File: src/rtl/u16u8_pkg.sv
// Package: shared types, constants and UTF-8 encode functions for the transcoder.
`timescale 1ns / 1ps
package u16u8_pkg;

  localparam logic [15:0] HIGH_FIRST  = 16'hd800;
  localparam logic [15:0] HIGH_LAST   = 16'hdbff;
  localparam logic [15:0] LOW_FIRST   = 16'hdc00;
  localparam logic [15:0] LOW_LAST    = 16'hdfff;
  localparam logic [20:0] SUPP_BASE   = 21'h10000;
  localparam logic [20:0] REPLACEMENT = 21'h00fffd;
  localparam logic [20:0] MAX_ONE     = 21'h00007f;
  localparam logic [20:0] MAX_TWO     = 21'h0007ff;
  localparam logic [20:0] MAX_THREE   = 21'h00ffff;
  localparam logic [7:0]  LEAD_TWO    = 8'hc0;
  localparam logic [7:0]  LEAD_THREE  = 8'he0;
  localparam logic [7:0]  LEAD_FOUR   = 8'hf0;
  localparam logic [7:0]  CONT_MARK   = 8'h80;

  localparam int QDEPTH = 4;
  localparam int QPTR_W = $clog2(QDEPTH);
  localparam int QCNT_W = $clog2(QDEPTH + 1);

  typedef struct packed {
    logic        prefix;   // emit U+FFFD for a dropped high surrogate first
    logic        has_cp;   // then encode cp
    logic [20:0] cp;
    logic        last;     // unit ends the string
  } job_t;

  // index of the final byte of the encoding (length minus one)
  function automatic logic [1:0] cp_last_idx(input logic [20:0] cp);
    logic [1:0] r;
    if (cp <= MAX_ONE) begin
      r = 2'd0;
    end else if (cp <= MAX_TWO) begin
      r = 2'd1;
    end else if (cp <= MAX_THREE) begin
      r = 2'd2;
    end else begin
      r = 2'd3;
    end
    return r;
  endfunction

  function automatic logic [7:0] cont_byte(input logic [5:0] bits);
    return CONT_MARK | {2'b00, bits};
  endfunction

  function automatic logic [7:0] enc_byte(input logic [20:0] cp, input logic [1:0] last_idx,
                                          input logic [1:0] idx);
    logic [7:0] b;
    b = 8'h00;
    unique case (last_idx)
      2'd0: b = {1'b0, cp[6:0]};
      2'd1: b = (idx == 2'd0) ? (LEAD_TWO | {3'b000, cp[10:6]}) : cont_byte(cp[5:0]);
      2'd2: begin
        unique case (idx)
          2'd0:    b = LEAD_THREE | {4'b0000, cp[15:12]};
          2'd1:    b = cont_byte(cp[11:6]);
          default: b = cont_byte(cp[5:0]);
        endcase
      end
      default: begin
        unique case (idx)
          2'd0:    b = LEAD_FOUR | {5'b00000, cp[20:18]};
          2'd1:    b = cont_byte(cp[17:12]);
          2'd2:    b = cont_byte(cp[11:6]);
          default: b = cont_byte(cp[5:0]);
        endcase
      end
    endcase
    return b;
  endfunction

endpackage

File: src/rtl/u16u8_front.sv
// Front end: accepts code units, pairs surrogates and queues encode jobs.
`timescale 1ns / 1ps
module u16u8_front (
  input  logic              clk,
  input  logic              rst,
  input  logic              in_valid,
  output logic              in_ready,
  input  logic [15:0]       code_unit,
  input  logic              string_last,
  input  logic              q_full,
  output logic              q_push,
  output u16u8_pkg::job_t   q_job
);
  import u16u8_pkg::*;

  logic [9:0] held_high_bits, held_high_bits_next;
  logic       held_valid, held_valid_next;
  logic       is_high, is_low, accept;
  job_t       job;

  assign is_high  = (code_unit >= HIGH_FIRST) && (code_unit <= HIGH_LAST);
  assign is_low   = (code_unit >= LOW_FIRST) && (code_unit <= LOW_LAST);
  assign in_ready = !q_full;
  assign accept   = in_valid && in_ready;

  always_comb begin
    job.prefix = 1'b0;
    job.has_cp = 1'b0;
    job.cp     = {5'd0, code_unit};
    job.last   = string_last;
    held_valid_next     = 1'b0;
    held_high_bits_next = 10'd0;
    if (held_valid && is_low) begin
      job.has_cp = 1'b1;
      job.cp     = SUPP_BASE + {1'b0, held_high_bits, code_unit[9:0]};
    end else begin
      job.prefix = held_valid;
      if (is_high) begin
        if (string_last) begin
          job.has_cp = 1'b1;
          job.cp     = REPLACEMENT;
        end else begin
          held_valid_next     = 1'b1;
          held_high_bits_next = code_unit[9:0];
        end
      end else if (is_low) begin
        job.has_cp = 1'b1;
        job.cp     = REPLACEMENT;
      end else begin
        job.has_cp = 1'b1;
      end
    end
  end

  assign q_job  = job;
  assign q_push = accept && (job.prefix || job.has_cp);

  always_ff @(posedge clk) begin
    if (rst) begin
      held_valid     <= 1'b0;
      held_high_bits <= 10'd0;
    end else if (accept) begin
      held_valid     <= held_valid_next;
      held_high_bits <= held_high_bits_next;
    end
  end

endmodule

File: src/rtl/u16u8_queue.sv
// Job queue: short register FIFO between front and back ends.
`timescale 1ns / 1ps
module u16u8_queue (
  input  logic              clk,
  input  logic              rst,
  input  logic              push,
  input  u16u8_pkg::job_t   push_job,
  output logic              full,
  input  logic              pop,
  output logic              empty,
  output u16u8_pkg::job_t   head
);
  import u16u8_pkg::*;

  job_t              slots [QDEPTH];
  logic [QPTR_W-1:0] wr_ptr, rd_ptr;
  logic [QCNT_W-1:0] count;
  logic              do_push, do_pop;

  assign full    = (count == QCNT_W'(QDEPTH));
  assign empty   = (count == '0);
  assign do_push = push && !full;
  assign do_pop  = pop && !empty;
  assign head    = slots[rd_ptr];

  always_ff @(posedge clk) begin
    if (do_push) begin
      slots[wr_ptr] <= push_job;
    end
  end

  always_ff @(posedge clk) begin
    if (rst) begin
      wr_ptr <= '0;
      rd_ptr <= '0;
      count  <= '0;
    end else begin
      if (do_push) begin
        wr_ptr <= wr_ptr + QPTR_W'(1);
      end
      if (do_pop) begin
        rd_ptr <= rd_ptr + QPTR_W'(1);
      end
      unique case ({do_push, do_pop})
        2'b10:   count <= count + QCNT_W'(1);
        2'b01:   count <= count - QCNT_W'(1);
        default: count <= count;
      endcase
    end
  end

endmodule

File: src/rtl/u16u8_back.sv
// Back end: steps through jobs, registering a UTF-8 byte per unstalled cycle.
`timescale 1ns / 1ps
module u16u8_back (
  input  logic              clk,
  input  logic              rst,
  input  logic              q_empty,
  input  u16u8_pkg::job_t   q_head,
  output logic              q_pop,
  output logic              out_valid,
  input  logic              out_ready,
  output logic [7:0]        utf8_byte,
  output logic              run_last,
  output logic              string_end
);
  import u16u8_pkg::*;

  logic        prefix_done;
  logic [1:0]  idx;
  logic        in_prefix, cp_final, job_done, advance;
  logic [20:0] cur_cp;
  logic [1:0]  cur_last;

  assign in_prefix = q_head.prefix && !prefix_done;
  assign cur_cp    = in_prefix ? REPLACEMENT : q_head.cp;
  assign cur_last  = cp_last_idx(cur_cp);
  assign cp_final  = (idx == cur_last);
  assign job_done  = cp_final && (!in_prefix || !q_head.has_cp);
  assign advance   = !q_empty && (!out_valid || out_ready);
  assign q_pop     = advance && job_done;

  always_ff @(posedge clk) begin
    if (rst) begin
      prefix_done <= 1'b0;
      idx         <= 2'd0;
      out_valid   <= 1'b0;
    end else begin
      if (advance) begin
        out_valid <= 1'b1;
      end else if (out_ready) begin
        out_valid <= 1'b0;
      end
      if (advance) begin
        if (job_done) begin
          prefix_done <= 1'b0;
          idx         <= 2'd0;
        end else if (cp_final) begin
          prefix_done <= 1'b1;
          idx         <= 2'd0;
        end else begin
          idx <= idx + 2'd1;
        end
      end
    end
  end

  always_ff @(posedge clk) begin
    if (advance) begin
      utf8_byte  <= enc_byte(cur_cp, cur_last, idx);
      run_last   <= job_done;
      string_end <= job_done && q_head.last;
    end
  end

endmodule

File: src/rtl/utf16_to_utf8_transcoder.sv
// Top level: UTF-16 code unit stream in, UTF-8 byte stream out.
`timescale 1ns / 1ps
// Each accepted UTF-16 code unit is classified combinationally and queued; the
// output side then produces one UTF-8 byte per cycle while a job is queued and
// m_axis_tready does not stall it. A high surrogate waiting for its pair causes
// no bytes until the next unit. A lone surrogate, or a high surrogate that ends
// the string, becomes U+FFFD. run_last marks the final byte caused by a unit;
// tlast marks the final byte of the string.
module utf16_to_utf8_transcoder (
  input  logic        clk,
  input  logic        rst,
  input  logic        s_axis_tvalid,
  output logic        s_axis_tready,
  input  logic [15:0] s_axis_tdata,   // [15:0] code_unit
  input  logic        s_axis_tlast,   // string_last
  output logic        m_axis_tvalid,
  input  logic        m_axis_tready,
  output logic [7:0]  m_axis_tdata,   // [7:0] utf8_byte
  output logic        m_axis_tuser,   // [0] run_last
  output logic        m_axis_tlast    // string_end
);
  import u16u8_pkg::*;

  logic q_push, q_full, q_pop, q_empty;
  job_t push_job, head_job;

  u16u8_front u_front (
    .clk         (clk),
    .rst         (rst),
    .in_valid    (s_axis_tvalid),
    .in_ready    (s_axis_tready),
    .code_unit   (s_axis_tdata),
    .string_last (s_axis_tlast),
    .q_full      (q_full),
    .q_push      (q_push),
    .q_job       (push_job)
  );

  u16u8_queue u_queue (
    .clk      (clk),
    .rst      (rst),
    .push     (q_push),
    .push_job (push_job),
    .full     (q_full),
    .pop      (q_pop),
    .empty    (q_empty),
    .head     (head_job)
  );

  u16u8_back u_back (
    .clk        (clk),
    .rst        (rst),
    .q_empty    (q_empty),
    .q_head     (head_job),
    .q_pop      (q_pop),
    .out_valid  (m_axis_tvalid),
    .out_ready  (m_axis_tready),
    .utf8_byte  (m_axis_tdata),
    .run_last   (m_axis_tuser),
    .string_end (m_axis_tlast)
  );

endmodule
File: config.mk
export PLATFORM = sky130hd
export DESIGN_NAME = utf16_to_utf8_transcoder
export DESIGN_NICKNAME = d
export VERILOG_FILES = /design/src/rtl/u16u8_pkg.sv /design/src/rtl/u16u8_front.sv /design/src/rtl/u16u8_queue.sv /design/src/rtl/u16u8_back.sv /design/src/rtl/utf16_to_utf8_transcoder.sv
export SDC_FILE = /design/constraint.sdc
export NUM_CORES = 1
export LEC_CHECK = 0
export BUFFER_PORTS_ARGS = -buffer_cell sky130_fd_sc_hd__buf_4
export CORE_UTILIZATION = 50
export DETAILED_ROUTE_END_ITERATION = 10
export PLACE_DENSITY = 0.64
export SYNTH_ARGS = -nofsm -noshare
export SYNTH_HDL_FRONTEND = slang
export SYNTH_SLANG_ARGS = --single-unit
File: constraint.sdc
create_clock -name clk -period 4.4 [get_ports clk]
set_input_delay 0.44 -clock clk [delete_from_list [all_inputs] [get_ports clk]]
set_output_delay 0.44 -clock clk [all_outputs]
set_load 0.01 [all_outputs]
Yosys cells after proc, flatten, opt, wreduce, memory -nomap -nowiden:

Memories as Yosys holds them, arrays and structs flattened. A register that Yosys moved wholly into a read port is not among the register bits.
Index checks and enable logic that the tools add are counted.

* bits in registers: 32
* bits in latches: 0
* memory bits (writable): 96
* memory bits (read-only): 0
* bits of input ports: 21
* output and inout bits: 12
* word-level logic and storage cells: 91
* memories: 1

* $add $sub $neg: 6
* multiply operators: 0
* div/mod/pow operators: 0
* magnitude comparators: 7
* equal/unequal tests: 8
* shift-type cells: 0
* multiplexer cells: 30
* bitwise logic cells: 0
* reduce and logical (&&, ||, !) cells: 28

Memory list
* u_queue.slots: words 4, width 24, rd ports 1, clocked after memory_dff 1, wr ports 1, RTL line u16u8_queue.sv:15 `job_t slots [QDEPTH];`

Operators by type and width (count)
* 2-to-1 mux 22 bit: 3
* greater-or-equal comparator 16 bit (second input constant): 2
* <= comparator 16 bit (second input constant): 2
* 2-to-1 mux 10 bit: 3
* one-hot mux 8 bit (3 select lines): 1
* adder 17 x 20 -> 21 bit (first input constant): 1
* <= comparator 21 x 11 -> 1 bit (second input constant): 1
* <= comparator 21 x 16 -> 1 bit (second input constant): 1
* <= comparator 21 x 7 -> 1 bit (second input constant): 1
* 2-to-1 mux 21 bit: 1
* one-hot mux 7 bit (3 select lines): 1
* 2-to-1 mux 16 bit: 1
* one-hot mux 7 bit (2 select lines): 1
* logical AND 1 bit: 12
* 2-to-1 mux 2 bit: 6
* 2-to-1 mux 1 bit: 11
* 2-to-1 mux 7 bit: 1
* adder 2 x 1 -> 2 bit (second input constant): 3
* equality test 2 x 1 -> 1 bit (second input constant): 3
* equality test 2 bit (second input constant): 3
* zero test 1 bit: 6
* one-hot mux 3 bit (2 select lines): 1
* nonzero test 2 bit: 3
* zero test 2 bit: 2
* other kinds (7): 9

Depth between registers and ports, before layout:

Gate-level depths: netlist of run 1.

* depth in word-level cells: 13
* depth in mapped cells: 16
* depth with buffers taken out: 13

Hierarchy:

Synthesis of run 1 repeated with hierarchy kept, for this count alone.

* cell total of the unflattened synthesis: 395
* area, all modules: 5853.1 sq um

Modules (own cells, without submodules)
* u16u8_queue: instances 1, cells an instance 180, area an instance 3978.8 sq um, sequential area each 3062.9 sq um
* u16u8_back: instances 1, cells an instance 142, area an instance 1222.4 sq um, sequential area each 380.4 sq um
* u16u8_front: instances 1, cells an instance 73, area an instance 651.9 sq um, sequential area each 220.2 sq um

Least setup slack after synthesis of run 1:

No wires, ideal clock.

* kind: flip-flop to flip-flop
* start: reg with a tool-made name
* end: reg u_queue.count[2]
* setup time: 70 ps
* arrival time: 3655 ps
* required time: 4330 ps
* path slack: 675 ps
* cell stages (with the launch flop): 16
* path buffers: 2
* clock period less this slack: 3725 ps
* path through: dfxtp_1 > buf_6 > buf_12 > mux2_4 > a22oi_4 > nand2_2 > or4b_1 > a221oi_2 > a221oi_4 > nor3_4 > ha_1 > inv_1 > fa_1 > xor2_1 > or3_1 > a21oi_1

RTL lines
* to (signal assigned): RTL line u16u8_queue.sv:45 `2'b10: count <= count + QCNT_W'(1);`
* to (signal assigned): RTL line u16u8_queue.sv:46 `2'b01: count <= count - QCNT_W'(1);`
* to (signal assigned): RTL line u16u8_queue.sv:47 `default: count <= count;`
* to (decl): RTL line u16u8_queue.sv:17 `logic [QCNT_W-1:0] count;`

==> results of run 1 <==
==> path summary, 6_finish.rpt <==
path / start / to / slack, ns
min reg2reg: u_front.held_high_bits[2]$_SDFFE_PP0P_ / u_front.held_high_bits[2]$_SDFFE_PP0P_ / 0.45
min: s_axis_tlast / u_queue.slots[0][0]$_DFFE_PP_ / 0.28
max: flip-flop / u_queue.count[2]$_SDFFE_PP0P_ / 0.30
max reg2reg: flip-flop / u_queue.count[2]$_SDFFE_PP0P_ / 0.30
==> where the power goes <==
part	total [uW]	internal, uW	switching, uW	leakage (uW)
registers	1430	1410	23.8	0.00117
clock network	1450	951	498	0.000300
logic	363	141	222	0.000955
==> layout make-up <==
type	count	area, um2	share of cell area (%)
tap	143	178.9	2.561
timing repair buffer	44	342.8	4.908
clock buffer	24	491.7	7.039
inverter	20	75.07	1.075
sequential	130	3664	52.44
clock inverter	8	125.1	1.791
multi-input combinational	264	2108	30.18
==> synthesized netlist by cell type (2+ instances only) <==
cell and count:
nor2b_1 2, mux4_2 11, nor3_1 5, a22o_1 2, a31oi_1 4, xnor2_1 2, mux2i_1 3, nand3b_1 3
edfxtp_1 106, dfxtp_1 24, or3_1 3, nand3_1 22, mux2_4 2, buf_12 2, or4_4 2, o21ai_0 20
mux2_1 2, nand2b_1 11, a21oi_1 34, o22ai_1 2, inv_1 20, nand2_1 35, xor2_1 3, buf_2 4
clkbuf_1 13, and2_1 8, nor2_1 27, ha_1 11, o21a_1 6, mux4_1 12, a211oi_1 4
==> routing by layer <==
layer / track usage, % / vias up / share of wire, %
li1: - / 1743 / -
met1: 28.97 / 1851 / 46
met2: 35.13 / 86 / 48
met3: 4.319 / 26 / 3.0
met4: 11.26 / 0 / 2.6
met5: 0 / - / 0
==> per-stage QoR <==
stage	hold slack, ns	util [%]	total power (uW)
2_1_floorplan	0.4261	-	1690
3_3_place_gp	0.4378	55.30	1817
3_5_place_dp	0.4454	55.30	1818
5_1_grt	0.2725	60.66	3353
6_report	0.2781	60.66	3243
4_1_cts	0.2607	60.66	3262
==> sequential cells by signal, summed over array words and instances, names as in the netlist, named ones only <==
name	cells
u_queue.slots	96
u_front.held_high_bits	10
u_back.utf8_byte	8
u_queue.count	3
u_back.idx	2
u_queue.rd_ptr	2
u_queue.wr_ptr	2
u_back.out_valid	1
u_back.prefix_done	1
u_back.run_last	1
u_back.string_end	1
u_front.held_valid	1
==> logic make-up after synthesis <==
logic type,count (synthesis),synth area share (%)
buffers and inverters,40,3.275
and+or+nand+nor,127,10.89
muxes,30,10.83
xor gates and xnor gates,5,0.7348
DFF,130,61.46
AOI/OAI and AO/OA,90,10.16
adders and majority gates,12,2.645
==> run_results.csv, run 1 <==
group,metric,value,unit
min_path,hold_path_depth,1,
sta,maxSlewHeadroom,56.34,%
clocking,cts_hold_buf,0,
clocking,clockRootBuffer,"clkbuf_16",
worst_setup_path,crit_cells,14,
final_layout,fill_cells,901,
drt,drcViolationCount,4,
min_path,hold_path_class,"input port to flip-flop",
grt,grt_antenna_before_repair,0,
synthesis,synthTopCellsByArea,"edfxtp_1 53%, dfxtp_1 8.1%, mux4_1 5.3%",
worst_setup_path,crit_required,4.75,ns
worst_setup_path,cp_top_family,"simple AND/OR/NAND/NOR gates",
clocking,cts_tree,"done",
sta,setup_violations,0,
synthesis,synthArstFlopShare,0,%
sta,tightestPinTransition,0.6549,ns
final_layout,layout-drive-gt1-share,20.20,%
placement,placed_area,0.006369,mm2
synthesis,synthCells,434,
power_and_ir_drop,leakagePower,0.002426,uW
sta,slew_violations,0,
final_layout,instances_no_fill,633,
drt,firstDrtPassIters,8,
synthesis,yosysSeqAreaShare,61.46,%
floorplan,die_area,0.01236,mm2
sta,fin_tns_setup,0,ns
synthesis,ys.flop_type,"edfxtp_1",
worst_setup_path,crit_chain,"buf_12 -> mux4_1 -> or4_4 -> nor4_2 -> nand2_1 -> a221oi_2 -> a221oi_4 -> nor3_4 -> ha_1 -> inv_1 -> fa_1 -> xor2_1 -> or3_1 -> a21oi_1",
grt,grt_pass1_vias,3855,
worst_setup_path,critPathMaxStageDelay,0.64,ns
drt,drtAntennaViolNets,0,
sta,fmaxAchievable,244.1,MHz
final_layout,areaGrowthSynthToFinish,17.19,%
worst_setup_path,worstSetupPathType,"flip-flop to flip-flop",
final_layout,most-common-layout-cells,"106 x edfxtp_1, 43 x buf_4, 35 x nand2_1",
floorplan,die_y,111.2,um
clocking,htreeDepth,4,
worst_setup_path,crit_buf_inv,2,
power_and_ir_drop,ir_worst_vdd,0.3191,mV
synthesis,netlist_area,0.005961,mm2
placement,place_ws,0.3175,ns
sta,layout_setup_ws,0.3026,ns
drt,vias,3706,
worst_setup_path,end_kind,"flip-flop",
worst_setup_path,crit_fanout,25,
synthesis,synth_top_area_share,53.40,%
sta,skew,0.008132,ns
run_status,violations,"DRC",
sta,finalHoldViolCount,0,
placement,place_inst,601,
worst_setup_path,rr_worst_depth,14,
floorplan,rows,39,
synthesis,synth_top_cell_by_area,"edfxtp_1",
synthesis,synth.avg_cell_area,13.73,um2
grt,grt_pass1_wl,20190,um
run_status,status,"finished with violations",
placement,hpwlAfterDp,8386,um
grt,grt_use_total,22.08,%
sta,finalCriticalPeriod,4.097,ns
power_and_ir_drop,powerDensity,464.3,mW/mm2
synthesis,ys_types,60,
synthesis,yosys_warnings,0,
synthesis,synth_edf_count,106,
final_layout,final_net_count,510,
final_layout,n_antenna_cell,0,
floorplan,io_pins,33,
placement,io_buffers,32,
floorplan,core_area,0.01152,mm2
clocking,clk_latency,0.41,ns
clocking,cts_buffer_depth,2,
drt,wl,12400,um
worst_setup_path,cp_slowest_cell,"mux4_1",
clocking,cts_made_buffers,17,
synthesis,ys_ff_latch,130,
clocking,cts_setup_buffers,0,
drt,avgViaCountPerCell,5.855,
sta,finalCritPeriodShare,93.12,%
worst_setup_path,cp.arrival,4.45,ns
placement,place_congestion,0.8549,
drt,drt_iter0_drc,245,
floorplan,initial_core_util,51.76,%
floorplan,die_w,111.2,um
grt,grt_max_degree,26,
run,drv_cap,0,
final_layout,layout_commonest_cell,"edfxtp_1",
clocking,clk_transition_reported_paths,0.06,ns
synthesis,syn-num-nets,467,
clocking,cts_sinks,130,
sta,rsz0062_at_grt,"no",
final_layout,fin_area,0.006985,mm2
drt,post_drt_wl_per_cell,19.59,um
grt,grt-ovfl-total,0,
clocking,cts_resized,0,
worst_setup_path,start_kind,"flip-flop",
(Power assumes the default switching activity.)
==> run 2: changes to the inputs <==
--- a/config.mk
+++ b/config.mk
@@ -6,9 +6,12 @@
 export NUM_CORES = 1
 export LEC_CHECK = 0
 export BUFFER_PORTS_ARGS = -buffer_cell sky130_fd_sc_hd__buf_4
+export CORE_ASPECT_RATIO = 1.1
 export CORE_UTILIZATION = 50
+export CTS_BUF_LIST = sky130_fd_sc_hd__clkbuf_2
 export DETAILED_ROUTE_END_ITERATION = 10
 export PLACE_DENSITY = 0.64
 export SYNTH_ARGS = -nofsm -noshare
 export SYNTH_HDL_FRONTEND = slang
+export SYNTH_HIERARCHICAL = 1
 export SYNTH_SLANG_ARGS = --single-unit
==> run 2 against run 1 <==
Against the previous run: the flow now finishes without violations; cell area shrank 3.0%; highest routed layer unchanged; count of clock-buffer cells in the layout shrank 7; register-to-register slack hardly changed; wire length decreased by 6.1%; die area is 1.8% lower; first-iteration DRC count is 28% higher; core utilization is 1.4 points lower; clock skew increased by 0.024 ns; sequential cell count stayed put; sequential share of layout area increased by 1.6 points; critical path depth rose by 1; global-route usage decreased by 0.90 points.
==> run_results.csv, run 2 <==
group,metric,value,unit
clocking,cts_tree,"done",
power_and_ir_drop,power.internal,2085,uW
clocking,clk_transition_reported_paths,0.19,ns
synthesis,ys_types,69,
synthesis,ys_ff_latch,130,
placement,place_congestion,0.9251,
final_layout,areaGrowthSynthToFinish,15.78,%
sta,rsz0062_at_grt,"no",
worst_setup_path,worstSetupPathType,"flip-flop to flip-flop",
final_layout,top_register,"u_queue/slots",
final_layout,fill_cells,892,
clocking,htreeDepth,4,
grt,grt_antenna_before_repair,1,
power_and_ir_drop,ir_worst_vdd,0.2066,mV
sta,finalCritPeriodShare,92.88,%
synthesis,syn-num-nets,428,
sta,tightestPinTransition,0.8765,ns
power_and_ir_drop,p_total,2740,uW
floorplan,die_w,105.2,um
synthesis,synth.avg_cell_area,14.82,um2
drt,drtAntennaViolNets,0,
grt,grt-ovfl-total,0,
worst_setup_path,crit_buf_inv,3,
drt,drt_iter0_drc,313,
synthesis,synthTopCellsByCount,"106 x edfxtp_1, 24 x dfxtp_1, 23 x nor2_1, 20 x mux4_2, 18 x nand2_1",
worst_setup_path,cp_common_cell,"inv_1",
sta,whs,0.1475,ns
sta,fin_tns_setup,0,ns
worst_setup_path,cp_top_family,"simple AND/OR/NAND/NOR gates",
final_layout,fin_util,59.24,%
placement,placed_area,0.006287,mm2
final_layout,layout_commonest_cell,"edfxtp_1",
sta,slew_violations,0,
sta,fmaxAchievable,244.7,MHz
sta,maxSlewHeadroom,41.35,%
worst_setup_path,start_kind,"flip-flop",
final_layout,final_net_count,491,
synthesis,synth_edf_count,106,
clocking,cts_made_buffers,17,
grt,met1_usage,25.85,%
worst_setup_path,crit_cells,15,
power_and_ir_drop,clock_power_share,35.4,%
clocking,cts_sinks,130,
drt,drcViolationCount,0,
grt,grt_use_met2,35.28,%
drt,post_drt_wl_per_cell,18.72,um
grt,grt_pass1_vias,3645,
clocking,cts_buffer_depth,2,
power_and_ir_drop,leakagePower,0.002421,uW
power_and_ir_drop,p_switching,654.8,uW
grt,grt_max_degree,25,
sta,setup_violations,0,
floorplan,initial_core_util,51.16,%
clocking,clk_latency,0.65,ns
synthesis,synthTopCellsByArea,"edfxtp_1 54%, dfxtp_1 8.2%, mux4_2 7.7%",
floorplan,die_y,115.5,um
synthesis,synthArstFlopShare,0,%
floorplan,core_area,0.01144,mm2
floorplan,io_pins,33,
placement,io_buffers,32,
drt,wl,11640,um
final_layout,most-common-layout-cells,"106 x edfxtp_1, 49 x buf_4, 23 x nor2_1, 23 x dfxtp_1, 20 x mux4_2",
synthesis,yosysSeqAreaShare,62.59,%
placement,hpwlAfterDp,8073,um
floorplan,die_area,0.01214,mm2
drt,firstDrtPassIters,5,
worst_setup_path,cp.arrival,4.66,ns
synthesis,ys.flop_type,"edfxtp_1",
final_layout,reg_top3,"u_queue/slots: 96 flops, u_front/held_high_bits: 10 flops, u_back/utf8_byte: 8 flops",
synthesis,synthCells,395,
final_layout,layout-drive-gt1-share,24.20,%
floorplan,rows,41,
worst_setup_path,end_kind,"flip-flop",
sta,finalHoldViolCount,0,
synthesis,synth_top_cell_by_area,"edfxtp_1",
worst_setup_path,crit_fanout,8,
clocking,clockRootBuffer,"clkbuf_2",
worst_setup_path,cp_slowest_cell,"mux4_2",
worst_setup_path,regToRegSetupSlack,0.31,ns
synthesis,synth_top_area_share,54.38,%
synthesis,netlist_area,0.005853,mm2
worst_setup_path,crit_chain,"buf_4 -> mux4_2 -> or4_4 -> a211o_1 -> a22oi_1 -> mux2i_1 -> nor2_1 -> o31ai_1 -> inv_1 -> ha_1 -> inv_1 -> fa_1 -> xor2_1 -> or3_1 -> a21oi_1",
synthesis,yosys_warnings,6,
worst_setup_path,rr_worst_depth,15,
synthesis,synth.most_common_cell,"edfxtp_1",
worst_setup_path,crit_required,4.97,ns
grt,grt_pass1_wl,18840,um
worst_setup_path,critPathMaxStageDelay,0.55,ns
sta,skew,0.03170,ns
final_layout,largest_reg_flops,96,
power_and_ir_drop,swShare,23.90,%
grt,globalRouteMet3Util,5.793,%
sta,finalCriticalPeriod,4.087,ns
grt,grt-busiest-layer,"met2",
final_layout,fin_area,0.006777,mm2
run_status,status,"complete, no violations",
power_and_ir_drop,p_seq_share,51.7,%
grt,grt_use_total,21.18,%
min_path,hold_path_class,"input port to flip-flop",
min_path,hold_path_depth,2,
power_and_ir_drop,powerDensity,404.3,mW/mm2
drt,vias,3628,
power_and_ir_drop,pwr-share-comb,12.9,%
run,drv_cap,0,
drt,avgViaCountPerCell,5.833,
-- run 2: changes by cell type in the layout (fill, tap and decap cells not counted), sizes merged, moves of 7 or more --
cell and change:
o21ai -12, a22o +9, dlygate4sd3 +14, or2 +9
nand2 -18, nand3 -16, a21oi -19, clkbuf -7
-- run 2: cells by family (layout without fill, tap and decap cells) --
family,count (synthesis),count (layout),share of synthesized area [%]
AOI/OAI and AO/OA,87,87,11.31
xor gates and xnor gates,5,5,0.7481
adders and majority gates,12,12,2.693
buffers and inverters,34,110,3.035
DFF,130,130,62.59
muxes,27,27,10.03
other,0,1,0
and+or+nand+nor,100,100,9.598
-- run 2: power by group through the flow --
stage                     Clock, uW  Sequential (uW)  Combinational, uW
after detailed placement          0             1440                338
after global placement            0             1440                338
after global routing           1050             1420                387
after floorplan                   0             1450                219
final                           971             1420                353
after CTS                       997             1420                351
-- run 2: area by class of cell --
class | count | area [um2] | area share [%]
multi-input cells | 231 | 2012 | 29.69
flip-flops and latches | 130 | 3665 | 54.08
clock inverters | 15 | 260.3 | 3.840
repair buffers | 63 | 508.0 | 7.496
diodes | 1 | 2.502 | 0.03693
clock buffers | 17 | 85.08 | 1.256
inverters | 15 | 56.30 | 0.8309
well taps | 150 | 187.7 | 2.770
-- run 2: metal layers --
| layer | vias to the layer above | wire length (um) | share of wire [%] |
|---|---|---|---|
| li1 | 1690 | - | - |
| met1 | 1806 | 5015 | 43 |
| met2 | 108 | 5777 | 50 |
| met3 | 24 | 572 | 4.9 |
| met4 | 0 | 277 | 2.4 |
| met5 | - | 0 | 0 |
-- run 2: worst paths after layout --
kind	from	end
hold reg to reg	u_queue/rd_ptr[1]$_SDFFE_PP0P_	u_queue/rd_ptr[1]$_SDFFE_PP0P_
hold / removal	s_axis_tdata[13]	u_queue/slots[2][14]$_DFFE_PP_
setup reg to reg	flip-flop	u_queue/count[2]$_SDFFE_PP0P_
setup / recovery	flip-flop	u_queue/count[2]$_SDFFE_PP0P_
-- run 2: worst register-to-register path: cells and delay by family (launching register included) --
kind	cells	cell delay (ns)
XOR/XNOR	1	0.16
adder cells (fa/ha/maj)	2	0.55
AND/OR/NAND/NOR	3	0.95
multiplexers	2	0.71
flip-flops	1	0.50
AO/OA/AOI/OAI	4	0.81
buffers and inverters	3	0.36
-- run 2: timing repair --
item	4_1_cts	5_1_grt
endpoints found under the setup margin	0	1
endpoints found under the hold margin	16	0
hold buffers	14	0
gates resized for setup	0	1
buffers inserted	0	0
-- run 2: per-stage QoR --
step,cells,setup WS [ns]
2_1_floorplan,395,0.6093
3_3_place_gp,575,0.2922
6_report,622,0.3134
5_1_grt,622,0.02150
3_5_place_dp,575,0.1896
4_1_cts,621,0.1491
==> run 3: changes to the inputs <==
--- a/config.mk
+++ b/config.mk
@@ -11,6 +11,7 @@
 export CTS_BUF_LIST = sky130_fd_sc_hd__clkbuf_2
 export DETAILED_ROUTE_END_ITERATION = 10
 export PLACE_DENSITY = 0.64
+export RECOVER_POWER = 50
 export SYNTH_ARGS = -nofsm -noshare
 export SYNTH_HDL_FRONTEND = slang
 export SYNTH_HIERARCHICAL = 1
==> constraint.sdc (replaced) <==
create_clock -name clk -period 4.31 [get_ports clk]
set_input_delay 0.431 -clock clk [delete_from_list [all_inputs] [get_ports clk]]
set_output_delay 0.431 -clock clk [all_outputs]
set_load 0.01 [all_outputs]
==> run 3 against run 2 <==
Against the previous run: combinational power decreased by 1%; clock power fell by 12%; critical path depth stayed put; maximum frequency is 2.4% higher; first-iteration DRC count decreased by 16%; count of clock-buffer cells in the layout stayed put; sequential power is essentially flat; clock skew fell by 0.0014 ns; hold slack improved by 0.0030 ns; final cell count decreased by 0.80%; worst setup slack improved by 0.0052 ns.
==> run_results.csv, run 3 (synthesis results as in run 2) <==
group,metric,value,unit
floorplan,rows,41,
worst_setup_path,start_kind,"flip-flop",
final_layout,reg_top3,"u_queue/slots: 96 flops, u_front/held_high_bits: 10 flops, u_back/utf8_byte: 8 flops",
worst_setup_path,cp.arrival,4.58,ns
worst_setup_path,worstSetupPathType,"flip-flop to flip-flop",
drt,drtAntennaViolNets,0,
clocking,clk_transition_reported_paths,0.20,ns
sta,maxSlewHeadroom,6.750,%
worst_setup_path,crit_fanout,6,
drt,post_drt_wl_per_cell,19.61,um
grt,grt-ovfl-total,0,
clocking,clockRootBuffer,"clkbuf_2",
final_layout,areaGrowthSynthToFinish,13.57,%
grt,grt_max_degree,25,
drt,wl,12100,um
floorplan,die_y,115.5,um
placement,placed_area,0.006270,mm2
floorplan,initial_core_util,51.16,%
run,drv_cap,0,
clocking,cts_buffer_depth,2,
run_status,status,"complete, no violations",
sta,slew_violations,0,
final_layout,multiInputGateArea,0.002002,mm2
drt,drt_iter0_drc,263,
sta,fin_tns_setup,0,ns
clocking,cts_tree,"done",
drt,drcViolationCount,0,
grt,grt_pass1_wl,19250,um
power_and_ir_drop,powerDensity,398.2,mW/mm2
placement,io_buffers,32,
worst_setup_path,regToRegSetupSlack,0.32,ns
clocking,cts_setup_buffers,0,
final_layout,fill_cells,935,
drt,vias,3666,
power_and_ir_drop,ir_worst_vdd,0.3167,mV
final_layout,final_net_count,487,
sta,rsz0062_at_grt,"no",
sta,setup_violations,0,
sta,finalCriticalPeriod,3.991,ns
placement,hpwlAfterDp,8216,um
floorplan,io_pins,33,
final_layout,top_register,"u_queue/slots",
sta,fmaxAchievable,250.5,MHz
power_and_ir_drop,leakagePower,0.002316,uW
clocking,cts_made_buffers,17,
sta,finalHoldViolCount,0,
worst_setup_path,crit_required,4.90,ns
grt,grt_antenna_before_repair,0,
final_layout,largest_reg_flops,96,
final_layout,layout_commonest_cell,"edfxtp_1",
floorplan,die_area,0.01214,mm2
sta,layout_setup_ws,0.3186,ns
min_path,hold_path_class,"input port to flip-flop",
floorplan,die_w,105.2,um
sta,tightestPinTransition,1.390,ns
sta,skew,0.03034,ns
placement,place_ws,0.2516,ns
sta,finalCritPeriodShare,92.61,%
grt,grt_pass1_vias,3598,
grt,grt_use_total,21.60,%
clocking,htreeDepth,4,
clocking,cts_sinks,130,
floorplan,core_area,0.01144,mm2
placement,place_congestion,0.9071,
worst_setup_path,end_kind,"flip-flop",
clocking,clk_latency,0.65,ns
final_layout,most-common-layout-cells,"106 x edfxtp_1, 32 x buf_4, 23 x nor2_1, 23 x dfxtp_1, 20 x mux4_2",
final_layout,regArea,0.003665,mm2
final_layout,n_antenna_cell,0,
drt,avgViaCountPerCell,5.942,
final_layout,layout-drive-gt1-share,21.20,%
final_layout,fin_area,0.006648,mm2
drt,firstDrtPassIters,5,
final_layout,fin_util,58.11,%
-- run 3: worst max-delay path, stage by stage, from the launching register on --
cell,delay [ns]
dfxtp_2,0.46
buf_12,0.15
mux4_2,0.52
or4_4,0.60
a211o_1,0.35
a22oi_1,0.18
mux2i_1,0.12
nor2_1,0.16
o31ai_1,0.12
inv_1,0.07
ha_1,0.17
inv_1,0.06
fa_1,0.37
xor2_1,0.16
or3_1,0.30
a21oi_1,0.15
-- run 3: worst paths after layout --
kind	start	to	depth (start not counted)
setup / recovery	flip-flop	u_queue/count[2]$_SDFFE_PP0P_	15
hold / removal	s_axis_tdata[11]	u_queue/slots[1][12]$_DFFE_PP_	2
setup reg to reg	flip-flop	u_queue/count[2]$_SDFFE_PP0P_	15
hold reg to reg	u_queue/rd_ptr[1]$_SDFFE_PP0P_	u_queue/rd_ptr[1]$_SDFFE_PP0P_	2
-- run 3: power by group --
group / switching (uW) / internal (uW) / total [uW]
combinational: 211 / 137 / 348
clock: 466 / 388 / 854
sequential: 22.7 / 1420 / 1450
-- run 3: final cells by class --
class                           count  share of cell area (%)
Clock inverter                     15                   3.106
Tap cell                          150                   2.823
Clock buffer                       17                   1.280
Timing Repair Buffer               59                   6.701
Inverter                           15                  0.8470
Sequential cell                   130                   55.13
Multi-Input combinational cell    231                   30.11
-- run 3: through the flow --
step	instances	power (uW)	hold WS (ns)
6_report	617	2647	0.1505
5_1_grt	617	2761	0.1077
4_1_cts	617	2683	0.07890
3_5_place_dp	571	1820	0.4700
3_3_place_gp	571	1815	0.4701
2_1_floorplan	395	1700	0.4501
-- run 3: layer usage --
layer  vias to the layer above  GRT usage, %  share of wire (%)
li1                       1681             -                  -
met1                      1839         27.78                 43
met2                       120         35.10                 49
met3                        26         5.231                5.2
met4                         0         10.14                2.8
met5                         -             0                  0
-- run 3: repair_timing --
item                                   in CTS  in global routing
hold buffers                               14                  0
resized for setup                           0                  1
endpoints found under the hold margin      18                  0
setup endpoints to repair                   0                  1
